--- src/rtl/assert_macros.svh ---
// ----------------------------------------------------------------------------
// assert_macros.svh
// Assertion helpers for the rigid body integrator. Expect clk_i and rst_ni
// in scope.
// ----------------------------------------------------------------------------
`ifndef ASSERT_MACROS_SVH
`define ASSERT_MACROS_SVH

// generic clocked assertion, off during reset
`define RBI_ASSERT(lbl, prop, msg) \
  lbl: assert property (@(posedge clk_i) disable iff (!rst_ni) (prop)) \
    else $error(msg);

// same-cycle implication
`define RBI_ASSERT_IMP(lbl, ante, cons, msg) \
  `RBI_ASSERT(lbl, (ante) |-> (cons), msg)

// next-cycle implication
`define RBI_ASSERT_NXT(lbl, ante, cons, msg) \
  `RBI_ASSERT(lbl, (ante) |=> (cons), msg)

`endif

--- src/rtl/rbi_pkg.sv ---
// ----------------------------------------------------------------------------
// rbi_pkg
// Types, constants and fixed-point helpers of the rigid body integrator.
// ----------------------------------------------------------------------------
`default_nettype none

package rbi_pkg;

  localparam int NUM_BODIES_DEF = 64;
  localparam int FRAC_BITS      = 16;
  localparam int ONE_FX         = 1 << FRAC_BITS;
  localparam int HALF_FX        = 1 << (FRAC_BITS - 1);

  localparam int PROD_W   = 66;
  localparam int ITER_W   = 5;
  localparam int ITER_N   = 1 << ITER_W;
  localparam int NUM_OPS  = 14;
  localparam int CFG_IDX_W = 3;

  localparam logic signed [PROD_W-1:0] RND_HALF = PROD_W'(HALF_FX);
  localparam logic signed [PROD_W-1:0] W_MAX = 66'sd2147483647;
  localparam logic signed [PROD_W-1:0] W_MIN = -66'sd2147483648;
  localparam logic signed [31:0] S32_MAX = 32'sh7fffffff;
  localparam logic signed [31:0] S32_MIN = 32'sh80000000;

  localparam logic CMD_RESET     = 1'b0;
  localparam logic CMD_INTEGRATE = 1'b1;

  localparam logic [CFG_IDX_W-1:0] CFG_TIME_STEP     = 3'd0;
  localparam logic [CFG_IDX_W-1:0] CFG_INV_TIME_STEP = 3'd1;
  localparam logic [CFG_IDX_W-1:0] CFG_MAX_TRANS     = 3'd2;
  localparam logic [CFG_IDX_W-1:0] CFG_MAX_ROT       = 3'd3;
  localparam logic [CFG_IDX_W-1:0] CFG_LIN_DAMP      = 3'd4;
  localparam logic [CFG_IDX_W-1:0] CFG_ANG_DAMP      = 3'd5;

  typedef enum logic [3:0] {
    OP_ACC_X, OP_ACC_Y, OP_ACC_W,
    OP_DEL_X, OP_DEL_Y, OP_DEL_W,
    OP_DMP_X, OP_DMP_Y, OP_DMP_W,
    OP_LIM_T, OP_LIM_R,
    OP_SQ_X, OP_SQ_Y, OP_LIM_T2,
    OP_SCL_X, OP_SCL_Y
  } rbi_op_e;

  typedef struct packed {
    logic               command;
    logic [5:0]         body_index;
    logic signed [31:0] start_x;
    logic signed [31:0] start_y;
    logic signed [31:0] force_x;
    logic signed [31:0] force_y;
    logic signed [31:0] torque;
    logic signed [31:0] impulse_vx;
    logic signed [31:0] impulse_vy;
    logic signed [31:0] impulse_w;
    logic [30:0]        inverse_mass;
    logic [30:0]        inverse_inertia;
  } rbi_in_t;

  typedef struct packed {
    logic [5:0]         out_body;
    logic signed [31:0] out_pos_x;
    logic signed [31:0] out_pos_y;
    logic signed [31:0] out_vel_x;
    logic signed [31:0] out_vel_y;
    logic signed [31:0] out_ang_vel;
    logic signed [31:0] out_orient;
  } rbi_out_t;

  typedef struct packed {
    logic [16:0] time_step;
    logic [30:0] inverse_time_step;
    logic [30:0] max_step_translation;
    logic [30:0] max_step_rotation;
    logic [16:0] trans_damping;
    logic [16:0] angular_damping;
  } rbi_cfg_t;

  localparam rbi_cfg_t CFG_RST = '{
    time_step:            17'd1092,
    inverse_time_step:    31'd3932160,
    max_step_translation: 31'd131072,
    max_step_rotation:    31'd51472,
    trans_damping:        17'd0,
    angular_damping:      17'd0
  };

  typedef struct packed {
    logic signed [31:0] pos_x;
    logic signed [31:0] pos_y;
    logic signed [31:0] vel_x;
    logic signed [31:0] vel_y;
    logic signed [31:0] spin;
    logic signed [31:0] angle;
  } rbi_row_t;

  typedef struct packed {
    logic    clr_we;
    logic    cap;
    logic    load;
    logic    mul_go;
    rbi_op_e mul_op;
    logic    sqrt_init;
    logic    sqrt_step;
    logic    div_step;
    logic    div_wb;
    logic    axis;
    logic    rot_apply;
    logic    pos_upd;
    logic    commit;
  } rbi_cmd_t;

  typedef struct packed {
    logic clr_last;
    logic integrate;
    logic in_range;
    logic clamp_lin;
    logic out_free;
  } rbi_sts_t;

  function automatic logic signed [31:0] sat_w(input logic signed [PROD_W-1:0] v);
    if (v > W_MAX) return S32_MAX;
    if (v < W_MIN) return S32_MIN;
    return v[31:0];
  endfunction

  // product rounded to nearest, ties up, then saturated
  function automatic logic signed [31:0] rnd_sat(input logic signed [PROD_W-1:0] p);
    logic signed [PROD_W-1:0] t;
    t = (p + RND_HALF) >>> FRAC_BITS;
    return sat_w(t);
  endfunction

  function automatic logic signed [31:0] sat_add(input logic signed [31:0] a,
                                                 input logic signed [31:0] b);
    logic signed [PROD_W-1:0] s;
    s = PROD_W'(a) + PROD_W'(b);
    return sat_w(s);
  endfunction

  function automatic logic [31:0] mag32(input logic signed [31:0] v);
    return v[31] ? 32'(-v) : 32'(v);
  endfunction

  function automatic logic signed [31:0] sat_mag(input logic neg, input logic [31:0] m);
    logic signed [PROD_W-1:0] v;
    v = $signed(PROD_W'(m));
    if (neg) v = -v;
    return sat_w(v);
  endfunction

endpackage

`default_nettype wire

--- src/rtl/rbi_ctrl.sv ---
// ----------------------------------------------------------------------------
// rbi_ctrl
// Sequencer of the integrator: memory clear, load, multiply schedule,
// square root, two divisions, clamp, position update, commit.
// ----------------------------------------------------------------------------
`default_nettype none
`include "assert_macros.svh"

module rbi_ctrl import rbi_pkg::*; (
  input  wire logic     clk_i,
  input  wire logic     rst_ni,
  input  wire logic     in_valid_i,
  output logic          in_stall_o,
  input  wire rbi_sts_t sts_i,
  output rbi_cmd_t      cmd_o
);

  localparam logic [3:0] S_CLEAR = 4'd0;
  localparam logic [3:0] S_IDLE  = 4'd1;
  localparam logic [3:0] S_LOAD  = 4'd2;
  localparam logic [3:0] S_MUL   = 4'd3;
  localparam logic [3:0] S_WBL   = 4'd4;
  localparam logic [3:0] S_CHK   = 4'd5;
  localparam logic [3:0] S_SQRT  = 4'd6;
  localparam logic [3:0] S_SMUL  = 4'd7;
  localparam logic [3:0] S_DLD   = 4'd8;
  localparam logic [3:0] S_DIV   = 4'd9;
  localparam logic [3:0] S_DWB   = 4'd10;
  localparam logic [3:0] S_ROT   = 4'd11;
  localparam logic [3:0] S_POS   = 4'd12;
  localparam logic [3:0] S_DONE  = 4'd13;

  logic [3:0]        state_q, state_d;
  logic [ITER_W-1:0] cnt_q, cnt_d;
  logic              axis_q, axis_d;
  logic              iter_last;

  assign iter_last  = (cnt_q == ITER_W'(ITER_N - 1));
  assign in_stall_o = (state_q != S_IDLE);

  always_comb begin
    cmd_o   = '0;
    state_d = state_q;
    cnt_d   = cnt_q;
    axis_d  = axis_q;
    case (state_q)
      S_CLEAR: begin
        cmd_o.clr_we = 1'b1;
        if (sts_i.clr_last) state_d = S_IDLE;
      end
      S_IDLE: begin
        if (in_valid_i) begin
          cmd_o.cap = 1'b1;
          state_d   = S_LOAD;
        end
      end
      S_LOAD: begin
        cmd_o.load = 1'b1;
        cnt_d      = '0;
        state_d    = (sts_i.integrate && sts_i.in_range) ? S_MUL : S_DONE;
      end
      S_MUL: begin
        cmd_o.mul_go = 1'b1;
        cmd_o.mul_op = rbi_op_e'(cnt_q[3:0]);
        if (cnt_q == ITER_W'(NUM_OPS - 1)) state_d = S_WBL;
        else cnt_d = cnt_q + 1'b1;
      end
      S_WBL: state_d = S_CHK;
      S_CHK: begin
        cnt_d  = '0;
        axis_d = 1'b0;
        if (sts_i.clamp_lin) begin
          cmd_o.sqrt_init = 1'b1;
          state_d         = S_SQRT;
        end else begin
          state_d = S_ROT;
        end
      end
      S_SQRT: begin
        cmd_o.sqrt_step = 1'b1;
        if (iter_last) state_d = S_SMUL;
        else cnt_d = cnt_q + 1'b1;
      end
      S_SMUL: begin
        cmd_o.mul_go = 1'b1;
        cmd_o.mul_op = axis_q ? OP_SCL_Y : OP_SCL_X;
        cnt_d        = '0;
        state_d      = S_DLD;
      end
      S_DLD: state_d = S_DIV;
      S_DIV: begin
        cmd_o.div_step = 1'b1;
        if (iter_last) state_d = S_DWB;
        else cnt_d = cnt_q + 1'b1;
      end
      S_DWB: begin
        cmd_o.div_wb = 1'b1;
        cmd_o.axis   = axis_q;
        if (!axis_q) begin
          axis_d  = 1'b1;
          state_d = S_SMUL;
        end else begin
          state_d = S_ROT;
        end
      end
      S_ROT: begin
        cmd_o.rot_apply = 1'b1;
        state_d         = S_POS;
      end
      S_POS: begin
        cmd_o.pos_upd = 1'b1;
        state_d       = S_DONE;
      end
      S_DONE: begin
        if (sts_i.out_free) begin
          cmd_o.commit = 1'b1;
          state_d      = S_IDLE;
        end
      end
      default: state_d = S_IDLE;
    endcase
  end

  always_ff @(posedge clk_i or negedge rst_ni) begin
    if (!rst_ni) begin
      state_q <= S_CLEAR;
      cnt_q   <= '0;
      axis_q  <= 1'b0;
    end else begin
      state_q <= state_d;
      cnt_q   <= cnt_d;
      axis_q  <= axis_d;
    end
  end

  `RBI_ASSERT_NXT(a_accept_load, in_valid_i && !in_stall_o, state_q == S_LOAD, "accept not followed by load")
  `RBI_ASSERT_IMP(a_div_clamp, state_q == S_DIV || state_q == S_SQRT, sts_i.clamp_lin, "divider running without clamp")

endmodule

`default_nettype wire

--- config.mk ---
export PLATFORM = sky130hd
export DESIGN_NAME = rbi_ctrl
export DESIGN_NICKNAME = d
export VERILOG_FILES = /design/src/rtl/rbi_pkg.sv /design/src/rtl/rbi_ctrl.sv
export VERILOG_INCLUDE_DIRS = /design/src /design/src/rtl
export SDC_FILE = /design/constraint.sdc
export NUM_CORES = 1
export LEC_CHECK = 0
export BUFFER_PORTS_ARGS = -buffer_cell sky130_fd_sc_hd__buf_2
export CAP_MARGIN = 40
export CORE_AREA = 2 2 50 52
export CTS_CLUSTER_DIAMETER = 80
export DETAILED_ROUTE_END_ITERATION = 10
export DIE_AREA = 0 0 52 54
export HOLD_SLACK_MARGIN = 0.05
export PLACE_DENSITY = 0.69
export RECOVER_POWER = 50
export SLEW_MARGIN = 25
export SYNTH_ARGS = -nofsm -noshare
export SYNTH_HDL_FRONTEND = slang
export SYNTH_SLANG_ARGS = --single-unit
--- constraint.sdc ---
create_clock -name clk_i -period 1.75 [get_ports clk_i]
set_input_delay 0.175 -clock clk_i [delete_from_list [all_inputs] [get_ports clk_i]]
set_output_delay 0.175 -clock clk_i [all_outputs]
set_load 0.01 [all_outputs]
==> results_dict.tcl <==
set metrics [dict create \
    status "complete, but fails checks" \
    violations "setup timing" \
    cp_max_fo 3 \
    design_area_um2 1370 \
    antennaDiodeCount 0 \
    synth_fa_ha_area_frac 0.0395 \
    htree_levels 1 \
    seq_area_frac_synth 0.264 \
    cts_tree "yes" \
    setup_viol 8 \
    rsz0062_at_grt "true" \
    die_h_um 54 \
    dp_cells 177 \
    routed_via_density 5.56 \
    cts_made_buffers 3 \
    start_util 0.409 \
    synth_seq_cells 10 \
    drtAntennaViolNets 0 \
    wl_um 2800 \
    clock-sinks 10 \
    nets 171 \
    dieArea_um2 2810 \
    hp-class "input port to register" \
    final_cells 188 \
    io_pins 25 \
    cp_data_arrival_time_ns 1.96 \
    syn_area_um2 950 \
    nFillCells 226 \
    yosys.area.top_type "dfrtp_1" \
    peakVddDrop_uv 1150 \
    yosys_most_used_dff "dfrtp_1" \
    wl_per_cell_um 14.9 \
    yosys.area_share.simple 0.312 \
    grt_overflow_total 0 \
    clockBufferDepth 2 \
    drcViolationCount 0 \
    fin_ws_ns -0.0646 \
    async_flop_share 1.00 \
    synth_cell_types 47 \
    post_dp_cell_area_um2 1180 \
    synth_commonest_cells "dfrtp_1 (10), nor2_1 (10), inv_1 (9), nand2_1 (8), nor3_1 (6)" \
    start_kind "register" \
    synth_warnings 0 \
    hpwl_um 1970 \
    grt_max_degree 18 \
    synth_mux_area_frac 0.0685 \
    die_width_um 52 \
    synth_compound_area_frac 0.224 \
    p_total_mw 2.66 \
    syn_inst 116 \
    fin_crit_sh 1.04 \
    fmax_mhz 551 \
    antenna_found_initial 0 \
    synthXorXnorAreaFrac 0 \
    cp.required_ns 1.89 \
    dp_slack_ns -0.0901 \
    syn_nets 127 \
    fin_crit_ns 1.81 \
    p_leak_nw 0.685 \
    crit_path_end_kind "register" \
    grt_pass1_vias 975 \
    finClkSkew_ns 0.00565 \
    holdWs_ns 0.372 \
    slew-limit-headroom 0.595 \
    finalCoreUtilization 0.592 \
    first_pass_iters 4 \
    synthTopCellsByArea "dfrtp_1 (26%), ha_1 (4.0%), nor2_1 (4.0%)" \
    vias 1046 \
    drt_iter0_markers 27 \
    root_buffer "clkbuf_4" \
    clk_pin_slew_ns 0.07 \
    synth.top_cell.area_share 0.264 \
    path_class "register to register" \
    gp_congestion 0.874 \
    syn2layout_area_growth_pct 44.7 \
    finalMaxSlewViolations 0 \
    tightest_slew_ns 0.608 \
    maxCapViolCount 0 \
    synth_top_family_by_area "simple AND/OR/NAND/NOR gates" \
    hold_viol 0 \
    coreArea_um2 2320 \
    track_usage 0.208 \
    port_buffers 24 \
    syn_area_per_cell_um2 8.19 \
    p_per_area_nw_per_um2 1940 \
    worstSkewPairLatency_ns 0.27 \
    rows 18 \
    synth_edf_count 0 \
    grt_pass1_wl_um 4380 \
    fin_setup_tns_ns -0.272 \
    layout-drive-gt1-share 0.475 \
]
==> kinds of logic (layout without fill, tap and decap cells) <==
kind of cell	count (synthesis)	after routing
and+or+nand+nor	50	50
AOI/OAI and AO/OA	28	28
buffers and inverters	19	61
DFF	10	10
muxes	6	6
adders and majority gates	3	3
==> layout by cell type, fill, tap and decap left out, types with 4 or more instances in the layout <==
master    instances
buf_4            21
dfrtp_1           7
inv_1             8
o21ai_0           4
nor3_1            5
nor2_1            9
nand2_1           8
buf_2            23
nand2b_1          4
==> power breakdown <==
part | internal (mW) | switching, mW
registers | 0.344 | 0.145
logic | 1.02 | 0.991
clock network | 0.0795 | 0.0829
==> routing by layer <==
layer | track usage | wire [um]
met1 | 0.247 | 1190
met2 | 0.371 | 1500
met3 | 0.0333 | 105
met4 | 0.0877 | 3
met5 | 0 | 0
==> worst max-delay path: stages, from the launching register on <==
cell and delay [ns]:
dfrtp_1 0.39, ha_2 0.20, and3_4 0.19, ha_4 0.14
a21oi_4 0.04, or3_4 0.39, o32a_1 0.34
==> flip-flops by register name (all words and copies together) (netlist names) <==
signal and count:
state_q 4, axis_q 1, cnt_q 5
==> area by class of cell <==
class	count	area, um^2	area share
Timing Repair Buffer	48	309	0.225
Clock buffer	3	22.5	0.0164
Inverter	10	37.5	0.0273
Sequential cell	10	254	0.185
Tap cell	30	37.5	0.0273
Multi-Input combinational cell	87	713	0.519
==> timing repair <==
item / 4_1_cts / 5_1_grt
buffers inserted: 4 / 3
pin swaps: 5 / 4
hold endpoints to repair: 10 / 0
hold buffers: 1 / 0
gates resized for setup: 15 / 8
endpoints found under the setup margin: 11 / 14
==> worst paths after layout <==
path / start / end / slack, ns / cells after the start
max: cnt_q[1] / state_q[2] / -0.06 / 6
min: sts_i[1] / state_q[0] / 0.37 / 5
max reg2reg: cnt_q[1] / state_q[2] / -0.06 / 6
min reg2reg: cnt_q[4] / cnt_q[4] / 0.58 / 1
max in group asynchronous: rst_ni / state_q[1] / 0.89 / 2
min in group asynchronous: rst_ni / cnt_q[1] / 0.43 / 2
Power figures use the tool's default switching activity.
